<file path="src/rtl/core/tse_pkg.sv">
// ----------------------------------------------------------------------------
// tse_pkg
// Shared types and constants of the trigram set extractor.
// ----------------------------------------------------------------------------
package tse_pkg;

  localparam int unsigned MAX_DISTINCT_DEF = 65536;
  localparam logic [15:0] DISTINCT_LIMIT_RST = 16'd4096;

  localparam int unsigned CFG_AW = 2;
  localparam int unsigned CFG_DW = 32;
  localparam logic [CFG_AW-1:0] REG_DISTINCT_LIMIT = 2'd0;

  // seen bitmap: 2^24 bits held as 64-bit rows
  localparam int unsigned TRI_W      = 24;
  localparam int unsigned BMP_ROW_W  = 64;
  localparam int unsigned BMP_BIT_W  = $clog2(BMP_ROW_W);
  localparam int unsigned BMP_ROW_AW = TRI_W - BMP_BIT_W;
  localparam int unsigned BMP_ROWS   = 1 << BMP_ROW_AW;

  localparam int unsigned Q_DEPTH = 4;
  localparam int unsigned Q_PTR_W = $clog2(Q_DEPTH);

  localparam logic [1:0] KIND_NEW       = 2'd0;
  localparam logic [1:0] KIND_DONE      = 2'd1;
  localparam logic [1:0] KIND_OVERSIZED = 2'd2;

  typedef struct packed {
    logic [7:0] data_byte;
    logic       byte_valid;
    logic       file_start;
    logic       file_end;
  } in_item_t;

  typedef struct packed {
    logic [TRI_W-1:0] trigram;
    logic [1:0]       kind;
    logic             last_of_run;
  } out_item_t;

  typedef struct packed {
    logic             file_start;
    logic             byte_valid;
    logic             file_end;
    logic [TRI_W-1:0] trigram;
  } tse_cmd_t;

endpackage

</file>
<file path="src/rtl/core/tse_queue.sv">
// ----------------------------------------------------------------------------
// tse_queue
// Short command queue between the front and back parts.
// ----------------------------------------------------------------------------
module tse_queue (
  input  logic              clk,
  input  logic              rst_n,
  input  logic              push,
  input  tse_pkg::tse_cmd_t push_cmd,
  output logic              full,
  input  logic              pop,
  output logic              head_valid,
  output tse_pkg::tse_cmd_t head_cmd
);

  tse_pkg::tse_cmd_t          q_mem [tse_pkg::Q_DEPTH];
  logic [tse_pkg::Q_PTR_W-1:0] wr_ptr_r;
  logic [tse_pkg::Q_PTR_W-1:0] rd_ptr_r;
  logic [tse_pkg::Q_PTR_W:0]   fill_r;
  logic [tse_pkg::Q_PTR_W:0]   fill_nxt;

  assign full       = (fill_r == (tse_pkg::Q_PTR_W+1)'(tse_pkg::Q_DEPTH));
  assign head_valid = (fill_r != '0);
  assign head_cmd   = q_mem[rd_ptr_r];

  always_comb begin
    fill_nxt = fill_r;
    if (push && !pop) begin
      fill_nxt = fill_r + 1'b1;
    end else if (pop && !push) begin
      fill_nxt = fill_r - 1'b1;
    end
  end

  always_ff @(posedge clk) begin
    if (push) begin
      q_mem[wr_ptr_r] <= push_cmd;
    end
  end

  always_ff @(posedge clk) begin
    if (!rst_n) begin
      wr_ptr_r <= '0;
      rd_ptr_r <= '0;
      fill_r   <= '0;
    end else begin
      if (push) begin
        wr_ptr_r <= wr_ptr_r + 1'b1;
      end
      if (pop) begin
        rd_ptr_r <= rd_ptr_r + 1'b1;
      end
      fill_r <= fill_nxt;
    end
  end

endmodule

</file>
<file path="config.mk">
export PLATFORM = sky130hd
export DESIGN_NAME = tse_queue
export DESIGN_NICKNAME = d
export VERILOG_FILES = /design/src/rtl/core/tse_pkg.sv /design/src/rtl/core/tse_queue.sv
export SDC_FILE = /design/constraint.sdc
export NUM_CORES = 1
export LEC_CHECK = 0
export ABC_CLOCK_PERIOD_IN_PS = 2230
export BUFFER_PORTS_ARGS = -buffer_cell sky130_fd_sc_hd__clkbuf_2
export CORE_MARGIN = 4
export CORE_UTILIZATION = 31
export CTS_CLUSTER_SIZE = 24
export DETAILED_ROUTE_END_ITERATION = 10
export GPL_ROUTABILITY_DRIVEN = 1
export PLACE_DENSITY = 0.55
export SLEW_MARGIN = 20
export SYNTH_ARGS = -nofsm -noshare
export SYNTH_HDL_FRONTEND = slang
export SYNTH_SLANG_ARGS = --single-unit
</file>
<file path="constraint.sdc">
create_clock -name clk -period 2.23 [get_ports clk]
set_input_delay 0.669 -clock clk [delete_from_list [all_inputs] [get_ports clk]]
set_output_delay 0.669 -clock clk [all_outputs]
set_load 0.1 [all_outputs]
</file>
==> impl_metrics.ini <==
[status]
status = finished with violations
violations = setup timing

[setup_path]
slowest_stage = mux4_2
start_kind = flip-flop
path_common_cell = buf_12
cp.required_ns = 1.56
cpPeakStageDelay_ns = 0.55
critical_path_class = flip-flop to output pin
arrival_ns = 1.74
end_kind = output pin
crit_chain = buf_12 > mux4_2 > buf_12
path_max_fanout = 10

[grt]
grt-busiest-layer = met2
grt.total_usage_pct = 11.0
met3_usage_pct = 4.72
grt_max_degree = 18
use_met2_pct = 16.8
antenna_found_initial = 0
grt_pass1_vias = 2200
met1_usage_pct = 14.1
grt_overflow = 0
grt_pass1_wl_mm = 12.8

[clock_tree]
clkTransAtPathRegs_ns = 0.05
holdBufCountCts = 0
clock-sinks = 117
tritoncts = done
numCtsBuffers = 17
htree_levels = 4
clock_path_buffers = 2
clkLatencyLatePin_ns = 0.40
cts_root_buf = clkbuf_16

[synth]
syn_avg_cell_area_um2 = 23.9
ys.flop_type = edfxtp_1
synthesis.instances = 184
ys_warn_count = 0
async_reset_ff_share_pct = 0
ys_ff_latch = 117
synth_enable_flop_cells = 108
syn_area_um2 = 4390
synth_cell_types = 20
ys_seq_area_share_pct = 78.0
syn_nets = 221

[sta]
max_slew_margin_pct = 64.1
setup_tns_ns = -4.23
rsz0062_at_grt = yes
worst_pin_slew_ns = 0.541
maxSlewViolCount = 0
min_period_ns = 2.41
setup_viol = 27
skew_ns = 0.00637
fmax_mhz = 415
fin_ws_ns = -0.177
fin_crit_sh_pct = 108
hold_violations = 0

[layout]
drive_above_1_share_pct = 45.4
final_common_cell = edfxtp_1
fin_area_um2 = 5900
regArea_um2 = 3430
final_cell_mix = 108 x edfxtp_1, 31 x clkbuf_2, 29 x buf_12, 27 x mux4_2, 17 x clkbuf_16
nFillCells = 1218
multi_input_area_um2 = 876
area_growth_pct = 34.5
nNetsFinal = 307
diodes = 0

[die]
core_area_um2 = 13900
row_count = 43
fp.dieH_um = 127
start_util_pct = 31.6
dieWidth_um = 127
io_pins = 60
dieArea_um2 = 16100

[run]
cap_violations = 0

[place]
io_buffers = 59
dp_hpwl_mm = 4.88
placed_area_um2 = 5390
gp_congestion = 0.607

[routing]
dr.pass1.iters = 4
ant_nets = 0
vias = 2046
wl_mm = 8.18
drc = 0
via_per_inst = 4.43
drt_iter0_drc = 108
wl_per_cell_um = 17.7

[pwr]
p_total_mw = 6.28
p_leak_nw = 2.07
powerDensity_nw_per_um2 = 1060
irDropWorstVdd_mv = 0.558

[hold_path]
hold_class = primary input to flip-flop
==> cell families (layout without fill, tap and decap cells) <==
family | Yosys count | count (layout) | share of synthesized area (%)
AO/OA/AOI/OAI | 2 | 2 | 0.285
flip-flops | 117 | 117 | 78.0
AND/OR/NAND/NOR | 15 | 15 | 2.11
XOR/XNOR | 5 | 5 | 0.998
multiplexers | 29 | 29 | 14.9
buffers and inverters | 10 | 108 | 1.85
adder cells (fa/ha/maj) | 6 | 6 | 1.88
==> cell type report <==
class,instances,share of cell area (%)
timing repair buffer,73,14.4
clock buffer,23,7.59
tap,180,3.82
sequential,117,58.1
multi-input combinational,57,14.8
inverter,4,0.254
clock inverter,8,1.02
==> timing repair <==
item                       4_1_cts  5_1_grt
gates resized for setup          9        1
hold endpoints to repair         0        0
gates cloned                     1        0
setup endpoints to repair       27       28
setup buffers                    0        0
==> state kept, by name, summed over array words and instances, names as in the netlist, named ones only <==
| register | flops |
|---|---|
| q_mem | 108 |
| fill_r | 3 |
| rd_ptr_r | 2 |
| wr_ptr_r | 2 |
==> cells in the mapped netlist, types with 3 or more instances <==
| master | n | area share (%) |
|---|---|---|
| xor2_1 | 3 | 0.60 |
| ha_1 | 5 | 1.4 |
| inv_1 | 4 | 0.34 |
| and2_1 | 9 | 1.3 |
| edfxtp_1 | 108 | 74 |
| dfxtp_1 | 9 | 4.1 |
| buf_2 | 3 | 0.34 |
| mux4_2 | 20 | 10 |
| mux4_1 | 7 | 4.2 |
==> critical path, delay by kind of cell, from the launching register on <==
family	cells	cell delay, ns
buf+inv	2	0.36
mux	1	0.55
flops	1	0.41
==> through the flow <==
step	util, %	std cells	hold slack, ns	setup slack (ns)
floorplan	-	184	0.472	0.107
CTS	42.5	462	0.459	-0.215
finish	42.5	462	0.482	-0.177
global placement	38.8	430	0.499	0.141
detailed placement	38.8	430	0.522	0.0968
global route	42.5	462	0.463	-0.251
==> per-layer routing <==
metal / wire (um) / vias up / part of all wire [%]
li1: - / 929 / -
met1: 3760 / 1049 / 46
met2: 3900 / 56 / 48
met3: 398 / 12 / 4.9
met4: 122 / 0 / 1.5
met5: 0 / - / 0
==> worst paths after layout <==
| kind | from | to | slack [ns] | depth (start not counted) |
|---|---|---|---|---|
| max | flip-flop | head_cmd[8] | -0.18 | 3 |
| min | push_cmd[6] | q_mem[3][6]$_DFFE_PP_ | 0.48 | 1 |
| max reg2reg | fill_r[0]$_SDFFE_PN0P_ | fill_r[2]$_SDFFE_PN0P_ | 0.71 | 4 |
| min reg2reg | fill_r[2]$_SDFFE_PN0P_ | fill_r[2]$_SDFFE_PN0P_ | 0.54 | 2 |
==> report_power, final <==
group / internal, mW / switching [mW]
combinational: 0.499 / 0.885
sequential: 2.52 / 0.0459
clock: 1.50 / 0.836
total: 4.52 / 1.77
No activity file was read; power rests on OpenSTA's default activity.
