## config.mk

```make
export PLATFORM = sky130hd
export DESIGN_NAME = tse_front
export DESIGN_NICKNAME = d
export VERILOG_FILES = /design/src/rtl/core/tse_pkg.sv /design/src/rtl/core/tse_front.sv
export SDC_FILE = /design/constraint.sdc
export NUM_CORES = 1
export LEC_CHECK = 0
export ABC_CLOCK_PERIOD_IN_PS = 1410
export BUFFER_PORTS_ARGS = -buffer_cell sky130_fd_sc_hd__buf_2
export CAP_MARGIN = 30
export CORE_ASPECT_RATIO = 0.8
export CORE_MARGIN = 2
export CORE_UTILIZATION = 43
export CTS_BUF_LIST = sky130_fd_sc_hd__clkbuf_8
export DETAILED_ROUTE_END_ITERATION = 8
export GPL_TIMING_DRIVEN = 1
export MAX_ROUTING_LAYER = met4
export PLACE_DENSITY = 0.82
export SETUP_SLACK_MARGIN = 0.02
export SLEW_MARGIN = 30
export SYNTH_ARGS = -nofsm -noshare
export SYNTH_HDL_FRONTEND = slang
export SYNTH_SLANG_ARGS = --single-unit
```

## constraint.sdc

```tcl
create_clock -name clk -period 1.41 [get_ports clk]
set_input_delay 0.423 -clock clk [delete_from_list [all_inputs] [get_ports clk]]
set_output_delay 0.423 -clock clk [all_outputs]
set_load 0.1 [all_outputs]
```

## src/rtl/core/tse_pkg.sv

```systemverilog
// ----------------------------------------------------------------------------
// tse_pkg
// Shared types and constants of the trigram set extractor.
// ----------------------------------------------------------------------------
package tse_pkg;

  localparam int unsigned MAX_DISTINCT_DEF = 65536;
  localparam logic [15:0] DISTINCT_LIMIT_RST = 16'd4096;

  localparam int unsigned CFG_AW = 2;
  localparam int unsigned CFG_DW = 32;
  localparam logic [CFG_AW-1:0] REG_DISTINCT_LIMIT = 2'd0;

  // seen bitmap: 2^24 bits held as 64-bit rows
  localparam int unsigned TRI_W      = 24;
  localparam int unsigned BMP_ROW_W  = 64;
  localparam int unsigned BMP_BIT_W  = $clog2(BMP_ROW_W);
  localparam int unsigned BMP_ROW_AW = TRI_W - BMP_BIT_W;
  localparam int unsigned BMP_ROWS   = 1 << BMP_ROW_AW;

  localparam int unsigned Q_DEPTH = 4;
  localparam int unsigned Q_PTR_W = $clog2(Q_DEPTH);

  localparam logic [1:0] KIND_NEW       = 2'd0;
  localparam logic [1:0] KIND_DONE      = 2'd1;
  localparam logic [1:0] KIND_OVERSIZED = 2'd2;

  typedef struct packed {
    logic [7:0] data_byte;
    logic       byte_valid;
    logic       file_start;
    logic       file_end;
  } in_item_t;

  typedef struct packed {
    logic [TRI_W-1:0] trigram;
    logic [1:0]       kind;
    logic             last_of_run;
  } out_item_t;

  typedef struct packed {
    logic             file_start;
    logic             byte_valid;
    logic             file_end;
    logic [TRI_W-1:0] trigram;
  } tse_cmd_t;

endpackage

```

## src/rtl/core/tse_front.sv

```systemverilog
// ----------------------------------------------------------------------------
// tse_front
// Accepts input transactions, keeps the byte window and forms trigram commands.
// ----------------------------------------------------------------------------
module tse_front (
  input  logic               clk,
  input  logic               rst_n,
  input  logic               in_valid,
  output logic               in_ready,
  input  tse_pkg::in_item_t  in_data,
  input  logic               init_done,
  input  logic               q_full,
  output logic               q_push,
  output tse_pkg::tse_cmd_t  q_cmd
);

  logic [15:0] window_r;
  logic [15:0] window_nxt;
  logic [15:0] win_base;
  logic [tse_pkg::TRI_W-1:0] tri_w;

  assign in_ready = init_done && !q_full;
  assign q_push   = in_valid && in_ready;

  always_comb begin
    win_base = in_data.file_start ? 16'd0 : window_r;
    tri_w    = {win_base, in_data.data_byte};
    window_nxt = in_data.byte_valid ? tri_w[15:0] : win_base;
    q_cmd.file_start = in_data.file_start;
    q_cmd.byte_valid = in_data.byte_valid;
    q_cmd.file_end   = in_data.file_end;
    q_cmd.trigram    = tri_w;
  end

  always_ff @(posedge clk) begin
    if (!rst_n) begin
      window_r <= 16'd0;
    end else if (q_push) begin
      window_r <= window_nxt;
    end
  end

endmodule

```

==> metrics.txt, run 1 <==
outcome stopped before the end; Stop stage clock tree synthesis; First Err [ERROR DPL-0033] detailed placement checks failed during check placement.; complex-gate fraction of the synthesized area 20.6%; Initial Util 44.9%; Synth Register Bits 16; Setup Buffers After CTS 3; Die Y 40.7 um; routability cong. 0.642; io pins 45; YS warnings 0; post-synthesis mux area share 0%; Net Count, Synth 85; CTS sink cnt 16; xor and xnor area share after synthesis 0%; post-CTS resize count 12; Synth Area in Simple Gates 21.1%; post-synthesis adder-cell area fraction 0%; main combinational cell family by area after synthesis simple AND/OR/NAND/NOR gates; H-tree Lvls 1; die width 49.9 um; post-synthesis instance total 69; Placed Cells 125; Syn Area/Cell 10.5 um^2; Distinct cells, synth 13; CTS root buffer clkbuf_8; area of the mapped netlist 723 um^2; port bufs 42; hold_buf cts 0; register area share after synthesis 44.3%; row count 13; Num CTS Buffers 3; Max Root-Sink Buffers 2
## cells by family after synthesis
logic type,after synthesis
flops,16
buf+inv,14
compound gates,17
simple gates,22
## stage by stage
stage / instance area (um^2) / worst slack (ps) / setup TNS (ps) / hold slack, ps / utilization (%)
2_1_floorplan: 851 / -108 / -1080 / 442 / -
3_3_place_gp: 1440 / -88.7 / -1160 / 457 / 89.4
3_5_place_dp: 1440 / -121 / -1870 / 470 / 89.4
## cell usage after synthesis (all sizes together)
cell    instances  area, um^2
nor3            1        10.0
clkbuf          1        3.75
inv             1        3.75
nor2            2        7.51
dfxtp          16         320
nand2           1        3.75
o21a            1        8.76
nor2b          13        81.3
and2b           4        30.0
a22o           16         140
buf            12        93.8
nand3b          1        20.0
==> run 2, diff against run 1 <==
CORE_AREA = 2 2 63 65   (was not set)
CORE_ASPECT_RATIO = not set   (was 0.8)
CORE_MARGIN = not set   (was 2)
CORE_UTILIZATION = not set   (was 43)
CTS_BUF_LIST = not set   (was sky130_fd_sc_hd__clkbuf_8)
DIE_AREA = 0 0 65 67   (was not set)
MAX_ROUTING_LAYER = not set   (was met4)
PLACE_DENSITY = not set   (was 0.82)
PLACE_DENSITY_LB_ADDON = 0.15   (was not set)
SETUP_SLACK_MARGIN = not set   (was 0.02)
==> run 2 against run 1 <==
Against the previous run:
- the flow now finishes, with violations (negative setup slack)
- synthesized cell count is the same
- synthesized area is the same
==> metrics.txt, run 2 <==
most used cell, CP buf_12; first-pass GRT wire length 3060 um; post-DR wirelength/cell 11.5 um; synth cell count leaders 16 x a22o_1, 16 x dfxtp_1, 13 x nor2b_1 (unchanged); CTS root buffer clkbuf_8 (unchanged); DIE AREA 4360 um^2; DRT antenna net count 0; reg2reg start window_r[4]$_SDFFE_PN0P_; routability cong. 0.622 (was 0.642); Initial Util 20.1% (was 44.9%); Distinct cells, synth 13 (unchanged); FFs w/ async S/R, synth 0% (unchanged); Min Hold Slack 438 ps; Max Root-Sink Buffers 2 (unchanged); Placed Cells 151 (was 125); final worst path period share 101%; Global Route Usage Sum 9.15%; TritonRoute pass-1 iters 4; Critical Path AT 1000 ps; port bufs 42 (unchanged); Net Count, Synth 85 (unchanged); violated checks negative setup slack; crit end category primary output; worst-path fanout max 7; final-report hold violation count 0; largest net degree at the start of global routing 17; Syn-to-layout area delta 121%; worst-margin pin slew 310 ps; crit path launch in_data[1]; clk slew on worst S/H paths 60 ps; Die Y 67 um (was 40.7 um); Clock Skew 5.55 ps; Syn Area/Cell 10.5 um^2 (unchanged); pwr/cell area 760 nW/um^2; Final Slew Violations 0; max incr delay on CP 180 ps; Synth Register Bits 16 (unchanged); CP max stage cell buf_12; fin crit period 1420 ps; Vias 625; io pins 45 (unchanged); fin nets 127; EDFF count, synth 0 (unchanged); commonest non-fill, non-tap cells in the layout 31 x buf_12, 16 x a22o_1, 14 x dfxtp_1, 13 x nor2b_4, 13 x buf_2; TNS Setup -64.3 ps; Starting DRT DRC Count 20; RSZ-0062 raised after global routing yes; register area share after synthesis 44.3% (unchanged); Area contributors post-synth dfxtp_1 44%, a22o_1 19%, buf_4 11% (unchanged); max reg flops 16; Yosys top cell area share 44.3% (unchanged); row count 22 (was 13); share of layout cells above drive strength 1 70.0%; P_leak 0.653 nW; die width 65 um (was 49.9 um); Clock Latency Late Sink 240 ps; Num CTS Buffers 3 (unchanged); Final Core Density 44.4%; Largest regs window_r (16); most common cell after layout, fill and taps aside buf_12; YS warnings 0 (unchanged); fillers 339; worst hold path class input port to flop; setup ws final -12.0 ps; slew margin rel. 79.4%; WP data required 990 ps; outcome finished, violations left (was stopped before the end); total of max-cap violations 0; CTS sink cnt 16 (unchanged); vias in the first global route 633; Peak supply drop 0.272 mV; Vias/cell 3.96; Final Non-Filler Cells 158; DRC 0; fmax 0.703 GHz; Synth Flop Type dfxtp_1 (unchanged); cells along the critical path buf_12, buf_12, nor2b_4, buf_12; CTS tree done; Bufs and invs on worst path 3; Biggest register window_r; HP Start in_data[8]; area of the mapped netlist 723 um^2 (unchanged); Synth area leader dfxtp_1 (unchanged); hold_buf cts 0 (unchanged); WS Path Type input port to primary output; total power 1.22 mW; antenna violations before repair 0; post-detail-place hpwl 1410 um; Final Setup Violations 9; H-tree Lvls 1 (unchanged); post-synthesis instance total 69 (unchanged); global route overflow 0; core area 3610 um^2; n_diodes 0; cell family with most CP delay buffers and inverters; Post-Route WL 1820 um; CP Launch Type input port
-- run 2: cell counts after synthesis --
Identical to the previous run, type by type.
-- run 2: per-layer routing --
layer  track usage (%)  up-vias  share of wire [%]
li1                  -      311                  -
met1              10.6      290                 42
met2              16.1       22                 51
met3              1.35        2                5.4
met4              5.05        0                1.6
met5                 0        -                  0
-- run 2: repair_timing --
item                                    CTS  global route
gates cloned                              1             0
buffers inserted                          2             0
pin swaps                                 0             0
endpoints found under the setup margin   12            12
endpoints found under the hold margin     0             0
gates resized for setup                   5             2
-- run 2: final timing paths --
check	end	slack, ps	cells past startpoint
worst max-delay path	q_cmd[21]	-10	4
worst min-delay path	window_r[5]$_SDFFE_PN0P_	440	2
worst max register to register	window_r[4]$_SDFFE_PN0P_	760	1
worst min register to register	window_r[13]$_SDFFE_PN0P_	480	1
-- run 2: area by class of cell --
cell class	instances	area (um^2)	share of cell area (%)
Timing Repair Buffer	50	751	46.9
Tap cell	48	60.1	3.75
Clock buffer	4	55.1	3.44
Multi-Input combinational cell	39	404	25.3
Sequential cell	16	323	20.2
Inverter	1	7.51	0.469
-- run 2: kinds of logic after synthesis --
group           after synthesis  synth area share [%]
compound gates               17                  20.6
buf+inv                      14                  14.0
flops                        16                  44.3
simple gates                 22                  21.1
-- run 2: power by group --
group	internal, mW	switching, mW	total, mW
combinational	0.138	0.221	0.359
sequential	0.457	0.00378	0.461
clock	0.247	0.149	0.396
-- run 2: stage by stage --
stage               setup WS (ps)  instance area [um^2]
CTS                         -20.2                  1600
global placement            -91.3                  1470
detailed placement           -124                  1470
floorplan                    -108                   851
finish                      -12.0                  1600
global route                -37.4                  1600
No activity file was read; power rests on OpenSTA's default activity.
